**config.mk**
```make
export PLATFORM = sky130hd
export DESIGN_NAME = timed_shutter_position_controller
export DESIGN_NICKNAME = d
export VERILOG_FILES = /design/src/sv/tspc_pkg.sv /design/src/sv/tspc_cfg.sv /design/src/sv/tspc_core.sv /design/src/sv/timed_shutter_position_controller.sv
export VERILOG_INCLUDE_DIRS = /design/src /design/src/sv
export SDC_FILE = /design/constraint.sdc
export NUM_CORES = 1
export LEC_CHECK = 0
export ABC_AREA = 0
export BUFFER_PORTS_ARGS = -buffer_cell sky130_fd_sc_hd__buf_2
export CAP_MARGIN = 20
export CORE_AREA = 2 2 284 286
export CTS_CLUSTER_DIAMETER = 60
export DETAILED_ROUTE_END_ITERATION = 7
export DIE_AREA = 0 0 286 288
export GPL_ROUTABILITY_DRIVEN = 0
export PLACE_DENSITY = 0.49
export SLEW_MARGIN = 15
export SYNTH_ARGS = -nofsm -noshare
export SYNTH_HDL_FRONTEND = slang
export SYNTH_SLANG_ARGS = --single-unit
```
**constraint.sdc**
```tcl
create_clock -name clk -period 37.8 [get_ports clk]
set_input_delay 7.56 -clock clk [delete_from_list [all_inputs] [get_ports clk]]
set_output_delay 7.56 -clock clk [all_outputs]
set_load 0.02 [all_outputs]
```
**src/sv/assert_macros.svh**
```systemverilog
// Assertion helpers shared by the RTL files.
// Every macro samples on the rising edge of clk and is held off while rst_n is low.
`ifndef ASSERT_MACROS_SVH
`define ASSERT_MACROS_SVH

// Check that a property holds at every clock edge.
`define ASSERT_CLK(label, prop, msg) \
    label: assert property (@(posedge clk) disable iff (!rst_n) (prop)) else $error(msg);

// Check that the consequent holds in the cycle after the antecedent.
`define ASSERT_NEXT(label, ante, cons, msg) \
    label: assert property (@(posedge clk) disable iff (!rst_n) (ante) |=> (cons)) \
        else $error(msg);

`endif

```
**src/sv/tspc_pkg.sv**
```systemverilog
`default_nettype none

package tspc_pkg;

    localparam int POS_W   = 16;
    localparam int PCT_W   = 7;
    localparam int CMD_W   = 4;
    localparam int PLEN_W  = 8;
    localparam int PROD_W  = PCT_W + POS_W;
    localparam int CIDX_W  = 2;
    localparam int CDATA_W = 16;

    // Reciprocal of 25: floor(q * PCT_RECIP >> PCT_SHIFT) == floor(q / 25) for q < 2**21
    localparam int QUO_W     = PROD_W - 2;
    localparam int RECIP_W   = 22;
    localparam logic [RECIP_W-1:0] PCT_RECIP = 22'd2684355;
    localparam int PCT_SHIFT = 26;
    localparam int QLO_W     = 10;
    localparam int QHI_W     = QUO_W - QLO_W;

    localparam logic [POS_W-1:0]  POS_MAX        = '1;
    localparam logic [PLEN_W-1:0] PCNT_MAX       = '1;
    localparam logic [POS_W-1:0]  CYCLE_RESET    = 16'd1;
    localparam logic [PLEN_W-1:0] PLEN_RESET     = 8'd5;

    typedef enum logic [CMD_W-1:0] {
        CMD_TICK   = 4'd0,
        CMD_OPEN   = 4'd1,
        CMD_CLOSE  = 4'd2,
        CMD_TOGGLE = 4'd3,
        CMD_GOTO   = 4'd4,
        CMD_STOP   = 4'd5,
        CMD_HOME   = 4'd6,
        CMD_FORCE  = 4'd7,
        CMD_ACK    = 4'd8,
        CMD_SAVED  = 4'd9
    } cmd_t;

    typedef enum logic [1:0] {
        MODE_PULSE = 2'd0,
        MODE_PERM  = 2'd1,
        MODE_DIR   = 2'd2
    } mode_t;

    typedef enum logic [CIDX_W-1:0] {
        CFG_DRIVE_MODE   = 2'd0,
        CFG_CYCLE_TIME   = 2'd1,
        CFG_PULSE_LENGTH = 2'd2
    } cfg_idx_t;

    typedef struct packed {
        logic [CMD_W-1:0] cmd;
        logic [PCT_W-1:0] percent;
        logic [POS_W-1:0] position_value;
    } in_item_t;

    typedef struct packed {
        logic             do1;
        logic             do2;
        logic [POS_W-1:0] position;
        logic [POS_W-1:0] target;
        logic             moving_up;
        logic             moving_down;
        logic             last_dir_up;
        logic             write_pending;
        logic             position_saved;
        logic             target_reached;
        logic             accepted;
    } out_item_t;

    typedef struct packed {
        logic [1:0]        drive_mode;
        logic [POS_W-1:0]  cycle_time;
        logic [PLEN_W-1:0] pulse_length;
    } cfg_t;

endpackage

`default_nettype wire

```
**src/sv/tspc_cfg.sv**
```systemverilog
`default_nettype none

module tspc_cfg (
    input  wire logic                           clk,
    input  wire logic                           rst_n,
    input  wire logic                           cfg_valid,
    output logic                                cfg_ready,
    input  wire logic [tspc_pkg::CIDX_W-1:0]    cfg_index,
    input  wire logic [tspc_pkg::CDATA_W-1:0]   cfg_data,
    output tspc_pkg::cfg_t                      cfg
);

    logic [1:0]                      mode_reg;
    logic [tspc_pkg::POS_W-1:0]      cycle_reg;
    logic [tspc_pkg::PLEN_W-1:0]     plen_reg;

    assign cfg_ready = 1'b1;

    always_ff @(posedge clk or negedge rst_n)
    begin
        if (!rst_n)
        begin
            mode_reg  <= tspc_pkg::MODE_PULSE;
            cycle_reg <= tspc_pkg::CYCLE_RESET;
            plen_reg  <= tspc_pkg::PLEN_RESET;
        end
        else if (cfg_valid)
        begin
            case (cfg_index)
                tspc_pkg::CFG_DRIVE_MODE:   mode_reg  <= cfg_data[1:0];
                tspc_pkg::CFG_CYCLE_TIME:   cycle_reg <= cfg_data[tspc_pkg::POS_W-1:0];
                tspc_pkg::CFG_PULSE_LENGTH: plen_reg  <= cfg_data[tspc_pkg::PLEN_W-1:0];
                default:                    ;
            endcase
        end
    end

    assign cfg.drive_mode   = mode_reg;
    assign cfg.cycle_time   = cycle_reg;
    assign cfg.pulse_length = plen_reg;

endmodule

`default_nettype wire

```
**src/sv/tspc_core.sv**
```systemverilog
`default_nettype none

`include "assert_macros.svh"

module tspc_core (
    input  wire logic                           clk,
    input  wire logic                           rst_n,
    input  wire logic                           step,
    input  wire logic [tspc_pkg::CMD_W-1:0]     cmd,
    input  wire logic [tspc_pkg::PROD_W-1:0]    prod,
    input  wire logic [tspc_pkg::POS_W-1:0]     pos_val,
    input  wire tspc_pkg::cfg_t                 cfg,
    output tspc_pkg::out_item_t                 result
);

    typedef struct packed {
        logic [tspc_pkg::POS_W-1:0]  pos;
        logic [tspc_pkg::POS_W-1:0]  tgt;
        logic [tspc_pkg::PLEN_W-1:0] pcnt;
        logic                        open_act;
        logic                        close_act;
        logic                        open_req;
        logic                        close_req;
        logic                        dir_up;
        logic                        report;
        logic                        saved;
        logic                        out_one;
        logic                        out_two;
    } st_t;

    st_t  st_reg;
    st_t  st_next;
    logic acc;

    logic [tspc_pkg::QUO_W-1:0]                    quo_in;
    logic [tspc_pkg::QHI_W+tspc_pkg::RECIP_W-1:0]  part_hi;
    logic [tspc_pkg::QLO_W+tspc_pkg::RECIP_W-1:0]  part_lo;
    logic [tspc_pkg::QUO_W+tspc_pkg::RECIP_W-1:0]  recip_sum;
    logic [tspc_pkg::POS_W:0]                      sp_raw;
    logic [tspc_pkg::POS_W-1:0]                    sp_pct;

    // Stop any running movement and latch the position as the new setpoint.
    function automatic st_t halt_f(st_t s);
        st_t r;
        r = s;
        if (r.open_act || r.close_act)
        begin
            r.tgt = r.pos;
            if (r.open_act)
            begin
                r.open_act = 1'b0;
                r.open_req = 1'b1;
            end
            if (r.close_act)
            begin
                r.close_act = 1'b0;
                r.close_req = 1'b1;
            end
            r.report = 1'b1;
        end
        return r;
    endfunction

    function automatic st_t seek_f(st_t s, logic [tspc_pkg::POS_W-1:0] sp);
        st_t r;
        r = s;
        r.tgt = sp;
        if (r.pos > sp)
        begin
            if (!r.close_act)
                r.close_req = 1'b1;
            r.open_act  = 1'b0;
            r.close_act = 1'b1;
            r.dir_up    = 1'b0;
            r.report    = 1'b1;
            r.saved     = 1'b0;
        end
        else if (r.pos < sp)
        begin
            if (!r.open_act)
                r.open_req = 1'b1;
            r.open_act  = 1'b1;
            r.close_act = 1'b0;
            r.dir_up    = 1'b1;
            r.report    = 1'b1;
            r.saved     = 1'b0;
        end
        else
        begin
            r.open_act  = 1'b0;
            r.close_act = 1'b0;
        end
        return r;
    endfunction

    function automatic st_t open_f(st_t s, logic [tspc_pkg::POS_W-1:0] cyc);
        st_t r;
        r = s;
        if (r.pos < cyc)
        begin
            if (!r.open_act && !r.close_act)
                r = seek_f(r, cyc);
            else
                r = halt_f(r);
        end
        else
        begin
            r.open_act  = 1'b0;
            r.close_act = 1'b0;
        end
        return r;
    endfunction

    function automatic st_t close_f(st_t s);
        st_t r;
        r = s;
        if (r.pos != '0)
        begin
            if (!r.open_act && !r.close_act)
                r = seek_f(r, '0);
            else
                r = halt_f(r);
        end
        else
        begin
            r.open_act  = 1'b0;
            r.close_act = 1'b0;
        end
        return r;
    endfunction

    // Refresh the motor lines for the selected drive mode.
    function automatic st_t drive_f(st_t s, logic [1:0] mode, logic [tspc_pkg::PLEN_W-1:0] plen);
        st_t r;
        r = s;
        case (mode)
            tspc_pkg::MODE_PULSE:
            begin
                if (r.open_req && (r.pcnt < plen))
                    r.out_one = 1'b1;
                else
                begin
                    r.open_req = 1'b0;
                    r.out_one  = 1'b0;
                end
                if (r.close_req && (r.pcnt < plen))
                    r.out_two = 1'b1;
                else
                begin
                    r.close_req = 1'b0;
                    r.out_two   = 1'b0;
                end
                if (!r.open_req && !r.close_req)
                    r.pcnt = '0;
            end
            tspc_pkg::MODE_PERM:
            begin
                r.out_one = r.open_act;
                if (!r.open_act)
                    r.open_req = 1'b0;
                r.out_two = r.close_act;
                if (!r.close_act)
                    r.close_req = 1'b0;
            end
            tspc_pkg::MODE_DIR:
            begin
                if (r.open_act || r.close_act)
                    r.out_one = 1'b1;
                else
                begin
                    r.out_one = 1'b0;
                    r.out_two = 1'b0;
                end
                if (r.open_act)
                    r.out_two = 1'b0;
                else
                    r.open_req = 1'b0;
                if (r.close_act)
                    r.out_two = 1'b1;
                else
                    r.close_req = 1'b0;
            end
            default: ;
        endcase
        return r;
    endfunction

    // Percent setpoint: prod / 100 as (prod / 4) / 25, reciprocal split in two partial products.
    always_comb
    begin
        quo_in    = prod[tspc_pkg::PROD_W-1:2];
        part_hi   = quo_in[tspc_pkg::QUO_W-1:tspc_pkg::QLO_W] * tspc_pkg::PCT_RECIP;
        part_lo   = quo_in[tspc_pkg::QLO_W-1:0] * tspc_pkg::PCT_RECIP;
        recip_sum = {part_hi, {tspc_pkg::QLO_W{1'b0}}}
                  + {{tspc_pkg::QHI_W{1'b0}}, part_lo};
        sp_raw    = recip_sum[tspc_pkg::PCT_SHIFT +: (tspc_pkg::POS_W + 1)];
        if (sp_raw > {1'b0, cfg.cycle_time})
            sp_pct = cfg.cycle_time;
        else
            sp_pct = sp_raw[tspc_pkg::POS_W-1:0];
    end

    always_comb
    begin
        st_next = st_reg;
        acc     = 1'b0;
        case (cmd)
            tspc_pkg::CMD_TICK:
            begin
                acc = st_reg.open_act || st_reg.close_act;
                if (st_next.close_act && (st_next.pos != '0))
                    st_next.pos = st_next.pos - 1'b1;
                if (st_next.open_act && (st_next.pos != tspc_pkg::POS_MAX))
                    st_next.pos = st_next.pos + 1'b1;
                if ((st_next.open_req || st_next.close_req)
                    && (st_next.pcnt != tspc_pkg::PCNT_MAX))
                    st_next.pcnt = st_next.pcnt + 1'b1;
                if ((st_next.pos >= st_next.tgt) && st_next.open_act)
                    st_next = halt_f(st_next);
                if ((st_next.pos <= st_next.tgt) && st_next.close_act)
                    st_next = halt_f(st_next);
                st_next = drive_f(st_next, cfg.drive_mode, cfg.pulse_length);
            end
            tspc_pkg::CMD_OPEN:
            begin
                acc     = st_reg.pos < cfg.cycle_time;
                st_next = open_f(st_reg, cfg.cycle_time);
            end
            tspc_pkg::CMD_CLOSE:
            begin
                acc     = st_reg.pos != '0;
                st_next = close_f(st_reg);
            end
            tspc_pkg::CMD_TOGGLE:
            begin
                if (st_reg.dir_up)
                begin
                    acc     = st_reg.pos != '0;
                    st_next = close_f(st_reg);
                end
                else
                begin
                    acc     = st_reg.pos < cfg.cycle_time;
                    st_next = open_f(st_reg, cfg.cycle_time);
                end
            end
            tspc_pkg::CMD_GOTO:
            begin
                acc     = st_reg.pos != sp_pct;
                st_next = seek_f(st_reg, sp_pct);
            end
            tspc_pkg::CMD_STOP:
            begin
                acc     = st_reg.open_act || st_reg.close_act;
                st_next = halt_f(st_reg);
            end
            tspc_pkg::CMD_HOME:
            begin
                st_next.pos = cfg.cycle_time;
                acc         = cfg.cycle_time != '0;
                st_next     = close_f(st_next);
            end
            tspc_pkg::CMD_FORCE:
            begin
                if (pos_val > cfg.cycle_time)
                    st_next.pos = cfg.cycle_time;
                else
                    st_next.pos = pos_val;
                st_next.dir_up = st_next.pos != '0;
                acc            = 1'b1;
            end
            tspc_pkg::CMD_ACK:
            begin
                st_next.report = 1'b0;
                acc            = 1'b1;
            end
            tspc_pkg::CMD_SAVED:
            begin
                st_next.saved = 1'b1;
                acc           = 1'b1;
            end
            default: ;
        endcase
    end

    always_ff @(posedge clk or negedge rst_n)
    begin
        if (!rst_n)
            st_reg <= '0;
        else if (step)
            st_reg <= st_next;
    end

    always_comb
    begin
        result.do1            = st_next.out_one;
        result.do2            = st_next.out_two;
        result.position       = st_next.pos;
        result.target         = st_next.tgt;
        result.moving_up      = st_next.open_act;
        result.moving_down    = st_next.close_act;
        result.last_dir_up    = st_next.dir_up;
        result.write_pending  = st_next.report;
        result.position_saved = st_next.saved;
        result.target_reached = st_next.pos == st_next.tgt;
        result.accepted       = acc;
    end

    `ASSERT_CLK(a_dir_exclusive, !(st_reg.open_act && st_reg.close_act),
        "opening and closing active together")
    `ASSERT_CLK(a_start_reports, !$rose(st_reg.open_act) || st_reg.report,
        "movement started without a pending report")

endmodule

`default_nettype wire

```
**src/sv/timed_shutter_position_controller.sv**
```systemverilog
// An accepted item is captured in the input register, then its result is loaded into the result register.
// Throughput: one item per cycle unless out_stall holds the result; the state update for an item is a single
// pass through tspc_core between the input and result registers.
// Reset (rst_n, asynchronous, active low) clears position, setpoint, flags,
// pulse counter and the valid flags of both pipeline registers; config returns to its defaults.
`default_nettype none

`include "assert_macros.svh"

module timed_shutter_position_controller (
    input  wire logic                           clk,
    input  wire logic                           rst_n,
    // command items
    input  wire logic                           in_valid,
    output logic                                in_stall,
    input  wire tspc_pkg::in_item_t             in_item,
    // result items
    output logic                                out_valid,
    input  wire logic                           out_stall,
    output tspc_pkg::out_item_t                 out_item,
    // configuration writes
    input  wire logic                           cfg_valid,
    output logic                                cfg_ready,
    input  wire logic [tspc_pkg::CIDX_W-1:0]    cfg_index,
    input  wire logic [tspc_pkg::CDATA_W-1:0]   cfg_data
);

    tspc_pkg::cfg_t cfg;

    // Input register: command, percent already scaled by cycle time, forced position.
    logic                            in_vld_reg;
    logic [tspc_pkg::CMD_W-1:0]      cmd_reg;
    logic [tspc_pkg::PROD_W-1:0]     prod_reg;
    logic [tspc_pkg::PROD_W-1:0]     prod_next;
    logic [tspc_pkg::POS_W-1:0]      pval_reg;

    // Result register.
    logic                            out_vld_reg;
    tspc_pkg::out_item_t             res_reg;
    tspc_pkg::out_item_t             res_next;

    logic advance;
    logic step;

    tspc_cfg u_cfg (
        .clk       (clk),
        .rst_n     (rst_n),
        .cfg_valid (cfg_valid),
        .cfg_ready (cfg_ready),
        .cfg_index (cfg_index),
        .cfg_data  (cfg_data),
        .cfg       (cfg)
    );

    // Advance whenever the result register is empty or being drained.
    assign advance  = !out_vld_reg || !out_stall;
    assign step     = in_vld_reg && advance;
    assign in_stall = in_vld_reg && !advance;

    // Scale percent by cycle time on the way in; the divide by 100 follows in the core.
    assign prod_next = tspc_pkg::PROD_W'(in_item.percent) * tspc_pkg::PROD_W'(cfg.cycle_time);

    always_ff @(posedge clk or negedge rst_n)
    begin
        if (!rst_n)
            in_vld_reg <= 1'b0;
        else if (!in_stall)
            in_vld_reg <= in_valid;
    end

    always_ff @(posedge clk)
    begin
        if (!in_stall && in_valid)
        begin
            cmd_reg  <= in_item.cmd;
            prod_reg <= prod_next;
            pval_reg <= in_item.position_value;
        end
    end

    tspc_core u_core (
        .clk     (clk),
        .rst_n   (rst_n),
        .step    (step),
        .cmd     (cmd_reg),
        .prod    (prod_reg),
        .pos_val (pval_reg),
        .cfg     (cfg),
        .result  (res_next)
    );

    // Hold the result while stalled; load a new one on each step.
    always_ff @(posedge clk or negedge rst_n)
    begin
        if (!rst_n)
            out_vld_reg <= 1'b0;
        else if (advance)
            out_vld_reg <= in_vld_reg;
    end

    always_ff @(posedge clk)
    begin
        if (step)
            res_reg <= res_next;
    end

    assign out_valid = out_vld_reg;
    assign out_item  = res_reg;

    `ASSERT_NEXT(a_step_gives_result, step, out_vld_reg,
        "stepped item produced no result")
    `ASSERT_NEXT(a_blocked_item_kept, in_vld_reg && !advance, in_vld_reg,
        "blocked input item was dropped")

endmodule

`default_nettype wire
```
==> flow_summary.yaml, run 1 <==
status:
  status: "complete, no violations"
synthesis:
  synth_top_area_cell: "ha_1"
  ys_seq_area_share_pct: 18.6
  syn_inst: 2621
  synth.distinct_cells: 95
  synth_area_leaders: "ha_1 (19%), fa_1 (18%), edfxtp_1 (10%)"
  ys_ff_latch: 159
  async_flop_share_pct: 48.4
  synth_nets: 3231
  syn-mean-instance-area_sq_um: 8.99
  synth_top_area_share_pct: 18.7
  ys_warn_count: 0
  syn-cell-area_sq_mm: 0.0236
  synth_edf_count: 82
  synthFlopType: "edfxtp_1"
placement:
  hpwl_mm: 62.2
  port_buffers: 92
sta:
  min_period_ps: 15540
  grt_setup_unrepaired: "false"
  maxSlewHeadroom_pct: 15.0
  period_share_pct: 41.1
  maxSlewViolCount: 0
  worst_slew_pin_slew_ps: 1270
  fmax_ghz: 0.0643
  fin_tns_setup_ps: 0
  hold_violations: 0
  skew_ps: 27.8
  finalSetupViolCount: 0
  fin_hold_ws_ps: 509
critical_path:
  critPathRequiredTime_ps: 30240
  worstSetupPathType: "in2out"
  cp.arrival_ps: 7980
  path_common_cell: "buf_2"
  crit_path_end_kind: "output port"
  crit_chain: "buf_2 -> nand3_1 -> inv_1 -> buf_2"
  cp_top_family: "buffers and inverters"
  cp_max_fo: 3
  path_buf_inv: 3
  startpoint_type: "input pin"
  worst_path_max_delay_cell: "buf_2"
  r2r_cells: 50
  reg2reg_slack_ps: 24220
  critPathMaxStageDelay_ps: 160
  rr_startpoint: "prod_reg[14]"
  r2r_end: "u_core.st_reg[3]"
global_route:
  grt_usage_pct: 19.0
  grt_antenna_before_repair: 0
  grt_overflow: 0
  grt_max_degree: 66
  grt_pass1_wl_mm: 120
  grt_pass1_vias: 20400
job:
  cap_violations: 0
cells_and_area:
  multiInputGateArea_sq_mm: 0.0174
  fillers: 8355
  final_cell_mix: "inv_1 (359), ha_1 (352), nand2_1 (270), fa_1 (208), a21oi_1 (161)"
  syn2layout_area_growth_pct: 9.87
  antennaDiodeCount: 0
  drive_above_1_share_pct: 8.59
  utilization_pct: 32.5
  final_common_cell: "inv_1"
  final_nets: 3276
  largest_reg_flops: 49
  ff_latch_area_sq_mm: 0.00439
cts:
  cts.sinks: 159
  cts_tree: "built"
  post-cts-setup-buffers: 0
  clock-root-buffer: "clkbuf_16"
  numCtsBuffers: 17
  post_cts_resize_count: 0
  hold_buffers: 0
  clk_latency_ps: 480
  clockBufferDepth: 2
  clk_pin_slew_ps: 70
  cts_max_level: 4
min_path:
  hold_depth: 1
  min_path_type: "reg2reg"
  hp-start: "in_vld_reg"
  hold_end: "out_valid"
detailed_routing:
  drc: 0
  antenna_left: 0
  drt_iter0_drc: 1727
  wl_mm: 77.1
  firstDrtPassIters: 8
  post_drt_wl_per_cell_microns: 20.6
  via_per_inst: 5.35
  num_vias: 20000
floorplanning:
  rows: 104
  core_area_sq_mm: 0.0796
  die_h_microns: 288
  initial_core_util_pct: 29.6
  die_w_microns: 286
  die_area_sq_mm: 0.0824
  ios: 94
-- per-stage QoR --
| stage | setup WS (ps) | cell area, sq um | std cells |
|---|---|---|---|
| after floorplan | 22430 | 23600 | 2621 |
| after global placement | 22230 | 25200 | 3707 |
| after detailed placement | 22250 | 25200 | 3707 |
| after CTS | 22250 | 25900 | 3739 |
| after global routing | 22200 | 25900 | 3739 |
| final | 22260 | 25900 | 3739 |
-- cell usage after synthesis (12+ instances only) --
cell and n:
nor2b_1 12, clkbuf_1 91, a211oi_1 19, and2_1 47, nor3_1 40, o211ai_1 13
a31oi_1 22, o21ai_0 99, o21a_1 18, xnor2_1 72, nand2_1 270, nor2_1 127
inv_1 359, mux2i_1 36, a221oi_1 28, a21oi_1 162, a21o_1 45, nand4_1 29
ha_1 352, and3_1 13, edfxtp_1 82, nor4_1 21, nand2b_1 21, or3_1 15
xor2_1 32, mux2_2 30, fa_1 208, o221ai_1 14, nand3_1 47, dfrtp_1 74
-- worst max-delay path by stage --
stage,startpoint,to,slack [ps],cells past startpoint
floorplan,out_stall,in_stall,22430,2
finish,out_stall,in_stall,22260,4
global route,out_stall,in_stall,22200,4
global placement,out_stall,in_stall,22230,4
CTS,out_stall,in_stall,22250,4
detailed placement,out_stall,in_stall,22250,4
-- cells by family after synthesis --
kind of cell	after synthesis	synth area share, %
fa+ha+maj	560	36.4
other cells	1	0.0159
xor+xnor	104	3.87
flops	159	18.6
compound gates	571	16.3
mux	68	3.07
simple gates	696	14.3
buf+inv	462	7.44
-- final cells by class --
type / instances / share of cell area, %
clock inverters: 15 / 0.836
well taps: 1060 / 5.12
multi-input cells: 2000 / 67.4
inverters: 360 / 5.22
clock buffers: 17 / 1.64
flip-flops and latches: 159 / 17.0
repair buffers: 128 / 2.83
-- per-layer routing --
layer | part of all wire (%) | global-route usage [%]
met4 | 3.6 | 7.42
met1 | 45 | 25.9
met3 | 6.3 | 2.46
met5 | 0 | 0
met2 | 45 | 30.4
Power of run 1 is left out: the tool's default activity adds up to more than one toggle a clock period on the data nets, which glitch-free logic cannot reach.
==> run 2: changes to the inputs <==
==> constraint.sdc (replaced) <==
create_clock -name clk -period 14.9 [get_ports clk]
set_input_delay 2.98 -clock clk [delete_from_list [all_inputs] [get_ports clk]]
set_output_delay 2.98 -clock clk [all_outputs]
set_load 0.02 [all_outputs]
==> run 2 against run 1 <==
Compared with the run above: clock skew grew 1.1 ps; non-clock buffer count grew 6; worst setup slack worse by 21000 ps; via count up 0.90%; critical path type is now reg2reg; sequential cell count is the same; cell count increased by 0.16%; hold slack worse by 10 ps; sequential share of layout area is essentially flat.
==> flow_summary.yaml, run 2 (same netlist as run 1, synthesis figures left out) <==
status:
  status: "complete, no violations"
critical_path:
  cp_top_family: "compound AO/OA/AOI/OAI gates"
  cp.arrival_ps: 13860
  cp_max_fo: 22
  crit_path_end_kind: "register"
  r2r_end: "u_core.st_reg[3]"
  critPathRequiredTime_ps: 15320
  path_common_cell: "a21o_1"
  startpoint_type: "register"
  critPathMaxStageDelay_ps: 840
  rr_startpoint: "prod_reg[14]"
  reg2reg_slack_ps: 1460
  worst_path_max_delay_cell: "a221oi_1"
  r2r_cells: 52
  path_buf_inv: 6
  worstSetupPathType: "reg2reg"
sta:
  min_period_ps: 13440
  maxSlewHeadroom_pct: 22.3
  finalSetupViolCount: 0
  fmax_ghz: 0.0744
  hold_violations: 0
  skew_ps: 28.9
  maxSlewViolCount: 0
  worst_slew_pin_slew_ps: 1150
  grt_setup_unrepaired: "false"
  fin_ws_ps: 1460
  fin_tns_setup_ps: 0
  period_share_pct: 90.2
placement:
  pre_cts_ws_ps: 1740
  port_buffers: 92
  hpwl_mm: 63.8
detailed_routing:
  num_vias: 20200
  via_per_inst: 5.39
  wl_mm: 79.2
  post_drt_wl_per_cell_microns: 21.2
  firstDrtPassIters: 6
  antenna_left: 0
  drt_iter0_drc: 1650
  drc: 0
cells_and_area:
  final_nets: 3282
  final_common_cell: "inv_1"
  ff_latch_area_sq_mm: 0.00439
  multiInputGateArea_sq_mm: 0.0174
  fillers: 8373
  drive_above_1_share_pct: 8.79
  largest_reg_flops: 49
  antennaDiodeCount: 0
  syn2layout_area_growth_pct: 9.94
  final_cell_mix: "inv_1 (359), ha_1 (352), nand2_1 (270), fa_1 (208), a21oi_1 (161)"
cts:
  cts_max_level: 4
  cts_tree: "built"
  post_cts_resize_count: 0
  numCtsBuffers: 17
  clockBufferDepth: 2
  clk_latency_ps: 490
  clk_pin_slew_ps: 80
  cts.sinks: 159
  post-cts-setup-buffers: 0
  clock-root-buffer: "clkbuf_16"
  hold_buffers: 0
global_route:
  grt_usage_pct: 19.4
  grt_overflow: 0
  grt_pass1_wl_mm: 123
  grt_antenna_before_repair: 0
  grt_pass1_vias: 20600
  grt_max_degree: 66
floorplanning:
  die_h_microns: 288
  die_area_sq_mm: 0.0824
  die_w_microns: 286
  core_area_sq_mm: 0.0796
  rows: 104
  initial_core_util_pct: 29.6
  ios: 94
job:
  cap_violations: 0
min_path:
  hold_end: "u_core.st_reg[2]"
  hold_depth: 2
  min_path_type: "reg2reg"
  hp-start: "u_core.st_reg[2]"
-- run 2: cell types whose count changed in the layout (fill, tap and decap cells not counted) --
cell and change:
buf_4 +5, clkinv_8 +1, bufinv_16 -2, inv_12 +1, inv_6 -2, clkinvlp_4 +1
inv_8 +1, buf_2 +1
-- run 2: area by class of cell --
type | instances | share of cell area, %
flip-flops and latches | 159 | 17.0
multi-input cells | 2000 | 67.3
inverters | 360 | 5.22
well taps | 1060 | 5.12
clock buffers | 17 | 1.64
repair buffers | 134 | 3.00
clock inverters | 15 | 0.734
-- run 2: worst max path at each step --
stage,from,to,depth (start not counted)
after detailed placement,prod_reg[18],u_core.st_reg[3],50
after floorplan,prod_reg[17],u_core.st_reg[3],52
after CTS,prod_reg[18],u_core.st_reg[3],50
after global routing,prod_reg[18],u_core.st_reg[3],50
after global placement,prod_reg[18],u_core.st_reg[3],50
final,prod_reg[14],u_core.st_reg[3],52
-- run 2: layer usage --
metal / GRT usage, % / part of all wire, % / vias up / routed length (microns)
met1: 26.6 / 45 / 9898 / 35400
met4: 7.89 / 4.1 / 0 / 3240
li1: - / - / 9282 / -
met2: 30.8 / 44 / 801 / 35100
met5: 0 / 0 / - / 0
met3: 2.79 / 7.0 / 190 / 5510
-- run 2: worst min-delay path, cell delays in order, from the launching register on --
cell and delay [ps]:
dfrtp_1 360, nand2_1 50, nand2_1 60
-- run 2: per-stage QoR --
step	hold WS, ps	util (%)	area (sq um)	instances
after floorplan	446	-	23600	2621
after global placement	464	31.7	25300	3712
after detailed placement	473	31.8	25300	3713
after CTS	492	32.5	25900	3745
after global routing	525	32.5	25900	3745
final	499	32.5	25900	3745
Power of run 2 is left out for the same reason.
